`src/hw/rtl/fol_pkg.sv`:
```
// Shared types and constants of the frequency ordered lookup table.
// No dependencies; imported by fol_ram and frequency_ordered_lookup_table.
package fol_pkg;

   localparam int VALUE_W = 32;
   localparam int COUNT_W = 16;
   localparam int POS_W   = 6;
   localparam int ENTRY_W = VALUE_W + COUNT_W;

   localparam logic [COUNT_W-1:0] COUNT_MAX = {COUNT_W{1'b1}};

   localparam logic [1:0] REQ_CLEAR  = 2'd0;
   localparam logic [1:0] REQ_APPEND = 2'd1;
   localparam logic [1:0] REQ_LOCATE = 2'd2;

   localparam logic [1:0] STATUS_OK    = 2'd0;
   localparam logic [1:0] STATUS_EMPTY = 2'd1;
   localparam logic [1:0] STATUS_MISS  = 2'd2;
   localparam logic [1:0] STATUS_FULL  = 2'd3;

   typedef enum logic [1:0] {
      S_IDLE,
      S_SEARCH,
      S_MOVE,
      S_PLACE
   } state_type;

endpackage

```
`src/hw/rtl/fol_ram.sv`:
```
// Generic simple dual-port RAM: one write port, one read port with registered data.
// Depends on fol_pkg only through the common import convention.
module fol_ram
   import fol_pkg::*;
#(
   parameter int WIDTH = 48,
   parameter int DEPTH = 64
) (
   input  logic                     clock,
   input  logic                     wr_en,
   input  logic [$clog2(DEPTH)-1:0] wr_addr,
   input  logic [WIDTH-1:0]         wr_data,
   input  logic [$clog2(DEPTH)-1:0] rd_addr,
   output logic [WIDTH-1:0]         rd_data
);

   logic [WIDTH-1:0] mem_ff [DEPTH];
   logic [WIDTH-1:0] rd_data_ff;

   always_ff @(posedge clock) begin
      if (wr_en) begin
         mem_ff[wr_addr] <= wr_data;
      end
      rd_data_ff <= mem_ff[rd_addr];
   end

   assign rd_data = rd_data_ff;

endmodule

```
`src/hw/rtl/frequency_ordered_lookup_table.sv`:
```
// Frequency ordered lookup table: ordered value table with access counts.
// Depends on fol_pkg and fol_ram.
//
// Usage: requests arrive on req_* (req_tuser = request code, req_tdata = value).
// Clear empties the table, append adds a value at the tail with count 0, locate
// finds the first equal entry, bumps its saturating count and moves it toward the
// head past every earlier entry with a strictly smaller count. Every request
// returns one transfer on rsp_* (rsp_tuser = status, rsp_tdata = position, count).
// Clear, append, an unused code and a locate on an empty table answer straight from idle.
// A locate walks the entry RAM through its single read port: it scans the entries
// from the head up to the hit, then compares the earlier entries on the way back
// and writes the found entry at its new place; a miss scans all stored entries.
// The block takes one request at a time; req_tready is low while a locate runs.
// The result sits in an output register; a new request is taken while that
// register drains, and a stalled receiver holds the result and blocks new requests.
// Reset empties the table at once; stored entries need no clearing pass.
module frequency_ordered_lookup_table
   import fol_pkg::*;
#(
   parameter int DEPTH = 64
) (
   input  logic               clock,
   input  logic               reset,
   input  logic               req_tvalid,
   output logic               req_tready,
   input  logic [1:0]         req_tuser,   // [1:0] req_type
   input  logic signed [31:0] req_tdata,   // [31:0] value
   output logic               rsp_tvalid,
   input  logic               rsp_tready,
   output logic [1:0]         rsp_tuser,   // [1:0] status
   output logic [23:0]        rsp_tdata    // [5:0] position, [21:6] hit_count, [23:22] zero
);

   localparam int AW = $clog2(DEPTH);
   localparam int TW = $clog2(DEPTH + 1);

   state_type state_ff, state_in;

   logic [TW-1:0]      total_ff, total_in;
   logic [TW-1:0]      scan_ff, scan_in;
   logic               rd_vld_ff, rd_vld_in;
   logic [AW-1:0]      rd_idx_ff, rd_idx_in;
   logic [AW-1:0]      pos_ff, pos_in;
   logic [VALUE_W-1:0] key_ff, key_in;
   logic [COUNT_W-1:0] cnt_ff, cnt_in;

   logic               rsp_valid_ff, rsp_valid_in;
   logic [1:0]         rsp_status_ff, rsp_status_in;
   logic [POS_W-1:0]   rsp_position_ff, rsp_position_in;
   logic [COUNT_W-1:0] rsp_count_ff, rsp_count_in;

   logic               wr_en;
   logic [AW-1:0]      wr_addr;
   logic [ENTRY_W-1:0] wr_data;
   logic [AW-1:0]      rd_addr;
   logic [ENTRY_W-1:0] rd_data;

   logic               req_fire;
   logic               rsp_free;
   logic               res_load;
   logic [VALUE_W-1:0] rd_value;
   logic [COUNT_W-1:0] rd_count;
   logic [COUNT_W-1:0] cnt_next;
   logic               hit;
   logic               last_rd;
   logic               shift;

   fol_ram #(
      .WIDTH (ENTRY_W),
      .DEPTH (DEPTH)
   ) u_entries (
      .clock   (clock),
      .wr_en   (wr_en),
      .wr_addr (wr_addr),
      .wr_data (wr_data),
      .rd_addr (rd_addr),
      .rd_data (rd_data)
   );

   assign rsp_free   = !rsp_valid_ff || rsp_tready;
   assign req_tready = (state_ff == S_IDLE) && rsp_free;
   assign req_fire   = req_tvalid && req_tready;

   assign rd_value = rd_data[VALUE_W-1:0];
   assign rd_count = rd_data[ENTRY_W-1:VALUE_W];
   assign cnt_next = (rd_count == COUNT_MAX) ? rd_count : rd_count + COUNT_W'(1);
   assign hit      = rd_vld_ff && (rd_value == key_ff);
   assign last_rd  = TW'(rd_idx_ff) == (total_ff - TW'(1));
   assign shift    = rd_count < cnt_ff;

   always_comb begin
      state_in = state_ff;
      case (state_ff)
         S_IDLE: begin
            if (req_fire && req_tuser == REQ_LOCATE && total_ff != '0) begin
               state_in = S_SEARCH;
            end
         end
         S_SEARCH: begin
            if (hit) begin
               state_in = (rd_idx_ff == '0) ? S_PLACE : S_MOVE;
            end else if (rd_vld_ff && last_rd) begin
               state_in = S_IDLE;
            end
         end
         S_MOVE: begin
            if (!shift || pos_ff <= AW'(1)) begin
               state_in = S_PLACE;
            end
         end
         S_PLACE: begin
            if (rsp_free) begin
               state_in = S_IDLE;
            end
         end
         default: state_in = S_IDLE;
      endcase
   end

   always_comb begin
      total_in        = total_ff;
      scan_in         = scan_ff;
      rd_vld_in       = 1'b0;
      rd_idx_in       = rd_idx_ff;
      pos_in          = pos_ff;
      key_in          = key_ff;
      cnt_in          = cnt_ff;
      wr_en           = 1'b0;
      wr_addr         = pos_ff;
      wr_data         = {cnt_ff, key_ff};
      rd_addr         = scan_ff[AW-1:0];
      res_load        = 1'b0;
      rsp_status_in   = rsp_status_ff;
      rsp_position_in = rsp_position_ff;
      rsp_count_in    = rsp_count_ff;
      case (state_ff)
         S_IDLE: begin
            if (req_fire) begin
               res_load        = 1'b1;
               rsp_status_in   = STATUS_OK;
               rsp_position_in = '0;
               rsp_count_in    = '0;
               case (req_tuser)
                  REQ_CLEAR: begin
                     total_in = '0;
                  end
                  REQ_APPEND: begin
                     if (total_ff == TW'(DEPTH)) begin
                        rsp_status_in = STATUS_FULL;
                     end else begin
                        wr_en           = 1'b1;
                        wr_addr         = total_ff[AW-1:0];
                        wr_data         = {{COUNT_W{1'b0}}, req_tdata};
                        total_in        = total_ff + TW'(1);
                        rsp_position_in = POS_W'(total_ff);
                     end
                  end
                  REQ_LOCATE: begin
                     if (total_ff == '0) begin
                        rsp_status_in = STATUS_EMPTY;
                     end else begin
                        res_load  = 1'b0;
                        key_in    = req_tdata;
                        rd_addr   = '0;
                        rd_vld_in = 1'b1;
                        rd_idx_in = '0;
                        scan_in   = TW'(1);
                     end
                  end
                  default: ;
               endcase
            end
         end
         S_SEARCH: begin
            if (hit) begin
               cnt_in = cnt_next;
               pos_in = rd_idx_ff;
               if (rd_idx_ff != '0) begin
                  rd_addr   = rd_idx_ff - AW'(1);
                  rd_vld_in = 1'b1;
               end
            end else if (rd_vld_ff && last_rd) begin
               res_load        = 1'b1;
               rsp_status_in   = STATUS_MISS;
               rsp_position_in = '0;
               rsp_count_in    = '0;
            end else if (scan_ff < total_ff) begin
               rd_addr   = scan_ff[AW-1:0];
               rd_vld_in = 1'b1;
               rd_idx_in = scan_ff[AW-1:0];
               scan_in   = scan_ff + TW'(1);
            end
         end
         S_MOVE: begin
            if (shift) begin
               wr_en   = 1'b1;
               wr_addr = pos_ff;
               wr_data = rd_data;
               pos_in  = pos_ff - AW'(1);
               if (pos_ff > AW'(1)) begin
                  rd_addr   = pos_ff - AW'(2);
                  rd_vld_in = 1'b1;
               end
            end
         end
         S_PLACE: begin
            if (rsp_free) begin
               wr_en           = 1'b1;
               res_load        = 1'b1;
               rsp_status_in   = STATUS_OK;
               rsp_position_in = POS_W'(pos_ff);
               rsp_count_in    = cnt_ff;
            end
         end
         default: ;
      endcase
      rsp_valid_in = res_load || (rsp_valid_ff && !rsp_tready);
   end

   always_ff @(posedge clock) begin
      if (reset) begin
         state_ff     <= S_IDLE;
         total_ff     <= '0;
         rd_vld_ff    <= 1'b0;
         rsp_valid_ff <= 1'b0;
      end else begin
         state_ff     <= state_in;
         total_ff     <= total_in;
         rd_vld_ff    <= rd_vld_in;
         rsp_valid_ff <= rsp_valid_in;
      end
   end

   always_ff @(posedge clock) begin
      scan_ff         <= scan_in;
      rd_idx_ff       <= rd_idx_in;
      pos_ff          <= pos_in;
      key_ff          <= key_in;
      cnt_ff          <= cnt_in;
      rsp_status_ff   <= rsp_status_in;
      rsp_position_ff <= rsp_position_in;
      rsp_count_ff    <= rsp_count_in;
   end

   assign rsp_tvalid = rsp_valid_ff;
   assign rsp_tuser  = rsp_status_ff;
   assign rsp_tdata  = {2'b00, rsp_count_ff, rsp_position_ff};

   a_no_result_overwrite: assert property (@(posedge clock) disable iff (reset)
      res_load |-> rsp_free)
      else $error("result loaded over an untaken result");

   a_total_in_range: assert property (@(posedge clock) disable iff (reset)
      total_ff <= TW'(DEPTH))
      else $error("entry total beyond depth");

   a_locate_starts_search: assert property (@(posedge clock) disable iff (reset)
      (req_fire && req_tuser == REQ_LOCATE && total_ff != '0) |=> state_ff == S_SEARCH)
      else $error("locate did not start a search");

   a_move_has_data: assert property (@(posedge clock) disable iff (reset)
      state_ff == S_MOVE |-> rd_vld_ff)
      else $error("move step without read data");

endmodule
```
`config.mk`:
```
export PLATFORM = sky130hd
export DESIGN_NAME = frequency_ordered_lookup_table
export DESIGN_NICKNAME = d
export VERILOG_FILES = /design/src/hw/rtl/fol_pkg.sv /design/src/hw/rtl/fol_ram.sv /design/src/hw/rtl/frequency_ordered_lookup_table.sv
export SDC_FILE = /design/constraint.sdc
export NUM_CORES = 2
export LEC_CHECK = 0
export BUFFER_PORTS_ARGS = -buffer_cell sky130_fd_sc_hd__buf_2
export CORE_ASPECT_RATIO = 0.6
export CORE_UTILIZATION = 49
export CTS_CLUSTER_DIAMETER = 200
export DETAILED_ROUTE_END_ITERATION = 10
export SLEW_MARGIN = 20
export SYNTH_ARGS = -nofsm -noshare
export SYNTH_HDL_FRONTEND = slang
export SYNTH_SLANG_ARGS = --single-unit
```
`constraint.sdc`:
```
create_clock -name clock -period 6.04 [get_ports clock]
set_clock_uncertainty 0.15 [all_clocks]
set_input_delay 0.302 -clock clock [delete_from_list [all_inputs] [get_ports clock]]
set_output_delay 0.302 -clock clock [all_outputs]
set_load 0.02 [all_outputs]
```
==> reports/metrics.yaml <==
die:
  core-area_um2: 260500
  start_util_pct: 49.33
  row_count: 145
  ios: 66
  die_h_um: 398.7
  die_area_um2: 264400
  die_width_um: 663.2
sta:
  worst_slew_pin_slew_ns: 1.213
  slew_headroom_pct: 18.05
  tns_ns: 0
  fin_crit_sh_pct: 95.46
  period_needed_ns: 5.766
  setup_violations: 0
  hold_violations: 0
  drv_slew: 0
  fin_ws_ns: 0.2744
  fmax_mhz: 173.4
  rsz0062_at_grt: "no"
critical_path:
  crit_chain: "xor2_1 -> nor4_1 -> nand3_1 -> or4_1 -> or3_1 -> a21oi_1 -> nor2_1 -> nand2_2 -> buf_12 -> buf_4 -> a41oi_1 -> or4_1"
  critPathTopFamily: "simple AND/OR/NAND/NOR gates"
  worstSetupPathType: "reg2reg"
  cp_common_cell: "or4_1"
  worstRegToRegCells: 12
  path_buf_inv: 2
  crit_required_ns: 6.63
  slowest_stage: "or4_1"
  r2r_end: "u_entries.rd_data[27]"
  rrSetupSlack_ns: 0.27
  path_max_fanout: 32
  worstSetupStartpoint: "u_entries.rd_data[23]"
  worst_ep_arrival_time_ns: 6.35
  crit_cells: 12
  cp-endpoint: "u_entries.rd_data[27]"
  crit_path_start_kind: "flip-flop"
  endpoint_kind: "flip-flop"
  reg2reg_from: "u_entries.rd_data[23]"
  cp_slowest_stage_delay_ns: 0.70
clock_network:
  numCtsBuffers: 296
  path_clk_slew_ns: 0.07
  ctsLongestPathBuffers: 4
  clkSinkCount: 3222
  clock-root-buffer: "clkbuf_16"
  cts_max_level: 5
  cts_tree: "yes"
  clk_latency_ns: 0.88
  cts_setup_buffers: 0
routing:
  via_count: 77780
  via_per_inst: 6.730
  first_pass_iters: 7
  drtAntennaViolNets: 0
  wl_per_cell_um: 34.57
  drt_wl_total_um: 399400
  drt_iter0_drc: 12470
  drcViolationCount: 0
placed_design:
  gp_congestion: 0.9097
  postPlaceCellArea_um2: 136400
  dp_hpwl_um: 223900
  io_buffers: 63
  place_ws_ns: 0.2501
logic_synthesis:
  ys.warnings.count: 0
  synthCells: 7608
  synth-edff-count: 3163
  synth_seq_cells: 3222
  syn_area_per_cell_um2: 16.89
  async_reset_ff_share_pct: 0
  synth-seq-area-share_pct: 74.83
  synthFlopType: "edfxtp_1"
  synth_cell_types: 66
  syn-cell-area_um2: 128500
grt:
  grt_max_degree: 161
  antenna_found_initial: 55
  grt_usage_pct: 29.64
  grt_pass1_vias: 73280
  grt_pass1_wl_um: 558400
  grt_remaining_overflow: 0
pwr:
  powerDensity_nw_per_um2: 357.3
  peakVddDrop_uv: 227.1
  total_power_mw: 52.20
  p_leak_nw: 46.21
status:
  status: "complete, no violations"
layout:
  multi_input_area_um2: 30550
  fin_nets: 7931
  final_util_pct: 56.08
  fillers: 19720
  layout-drive-gt1-share_pct: 18.08
  final_common_cell: "edfxtp_1"
  design_area_um2: 146100
  layout_common_cells: "3163 x edfxtp_1, 972 x nand2_1, 436 x mux4_2, 404 x nand3_1, 309 x a21oi_1"
  area_delta_synth_final_pct: 13.69
  regArea_um2: 96160
flow_run:
  max_cap_violations: 0
min_path:
  hold_class: "in2reg"
kinds of logic after synthesis:
kind of cell	Yosys count	synth area share, %
AO/OA/AOI/OAI	1334	7.953
XOR/XNOR	67	0.4566
adder cells (fa/ha/maj)	39	0.3797
buffers and inverters	656	2.037
flip-flops	3222	74.83
multiplexers	496	8.113
other	1	0.002918
AND/OR/NAND/NOR	1793	6.233
per-layer routing:
| layer | vias to the layer above | share of wire [%] | track usage (%) | wire [µm] |
|---|---|---|---|---|
| met5 | - | 0.10 | 0 | 400 |
| met4 | 60 | 2.8 | 7.991 | 11120 |
| met3 | 709 | 15 | 11.03 | 58890 |
| met2 | 5250 | 41 | 40.18 | 163400 |
| met1 | 40240 | 41 | 44.87 | 165700 |
| li1 | 31510 | - | - | - |
cell usage after synthesis (39+ instances only):
| master | n | area (µm²) |
|---|---|---|
| buf_1 | 46 | 172.7 |
| or4_1 | 49 | 367.9 |
| a221o_1 | 189 | 1892 |
| a41oi_1 | 48 | 420.4 |
| a21o_1 | 49 | 367.9 |
| clkbuf_1 | 461 | 1730 |
| nand3_1 | 405 | 2027 |
| inv_1 | 76 | 285.3 |
| ha_1 | 39 | 488.0 |
| mux2i_1 | 55 | 550.5 |
| nand2_1 | 976 | 3664 |
| a31oi_1 | 55 | 344.1 |
| a221oi_1 | 49 | 429.2 |
| a22oi_1 | 144 | 1081 |
| a32oi_1 | 94 | 823.3 |
| nor2_1 | 132 | 495.5 |
| edfxtp_1 | 3163 | 94980 |
| nor4_1 | 57 | 356.6 |
| buf_2 | 55 | 275.3 |
| a211oi_1 | 51 | 382.9 |
| nand4_1 | 106 | 663.1 |
| a21oi_1 | 314 | 1572 |
| mux4_2 | 436 | 9819 |
| a22o_1 | 63 | 551.8 |
| a2111oi_0 | 194 | 1699 |
| dfxtp_1 | 59 | 1181 |
metrics by stage:
stage          std cells  hold WS (ns)
3_5_place_dp       10970        0.3524
4_1_cts            11530      0.007019
3_3_place_gp       10970        0.3508
6_report           11560       0.04481
5_1_grt            11530       0.02016
2_1_floorplan       7609        0.2211
sequential cells by signal, indices dropped and copies added (netlist names), named ones only:
name	flops
scan_ff	7
key_ff	32
rd_vld_ff	1
rd_idx_ff	6
rsp_tvalid	1
pos_ff	6
u_entries.mem_ff	3072
u_entries.rd_data	48
rsp_tuser	2
rsp_position_ff	6
total_ff	7
cnt_ff	16
state_ff	1
rsp_count_ff	16
where the power goes:
part	internal (mW)	switching (mW)	leakage [nW]	total, mW
logic	3.05	5.54	12.7	8.59
clock network	10.3	8.22	4.49	18.5
registers	24.7	0.400	29.0	25.1
worst min-delay path by stage:
stage                              from         end  slack, ns  cells past startpoint
after floorplan                   reset  rsp_tvalid       0.22                      1
after global placement    req_tdata[22]  key_ff[22]       0.35                      1
after detailed placement  req_tdata[22]  key_ff[22]       0.35                      1
after CTS                  req_tdata[1]   key_ff[1]      0.007                      2
after global routing       req_tdata[1]   key_ff[1]       0.02                      2
final                      req_tdata[1]   key_ff[1]       0.04                      2
repair_timing:
item | 4_1_cts | 5_1_grt
hold endpoints to repair | 45 | 0
resized for setup | 0 | 1
hold buffers | 39 | 0
endpoints found under the setup margin | 0 | 5
final cells by class:
| class | instances | area share (%) |
|---|---|---|
| Clock buffer | 400 | 5.506 |
| Inverter | 77 | 0.2115 |
| Clock inverter | 117 | 0.8007 |
| Sequential cell | 3222 | 65.81 |
| Multi-Input combinational cell | 3731 | 20.91 |
| Antenna cell | 29 | 0.04967 |
| Timing Repair Buffer | 526 | 3.752 |
| Tap cell | 3454 | 2.958 |
No activity file was read; power rests on OpenSTA's default activity.
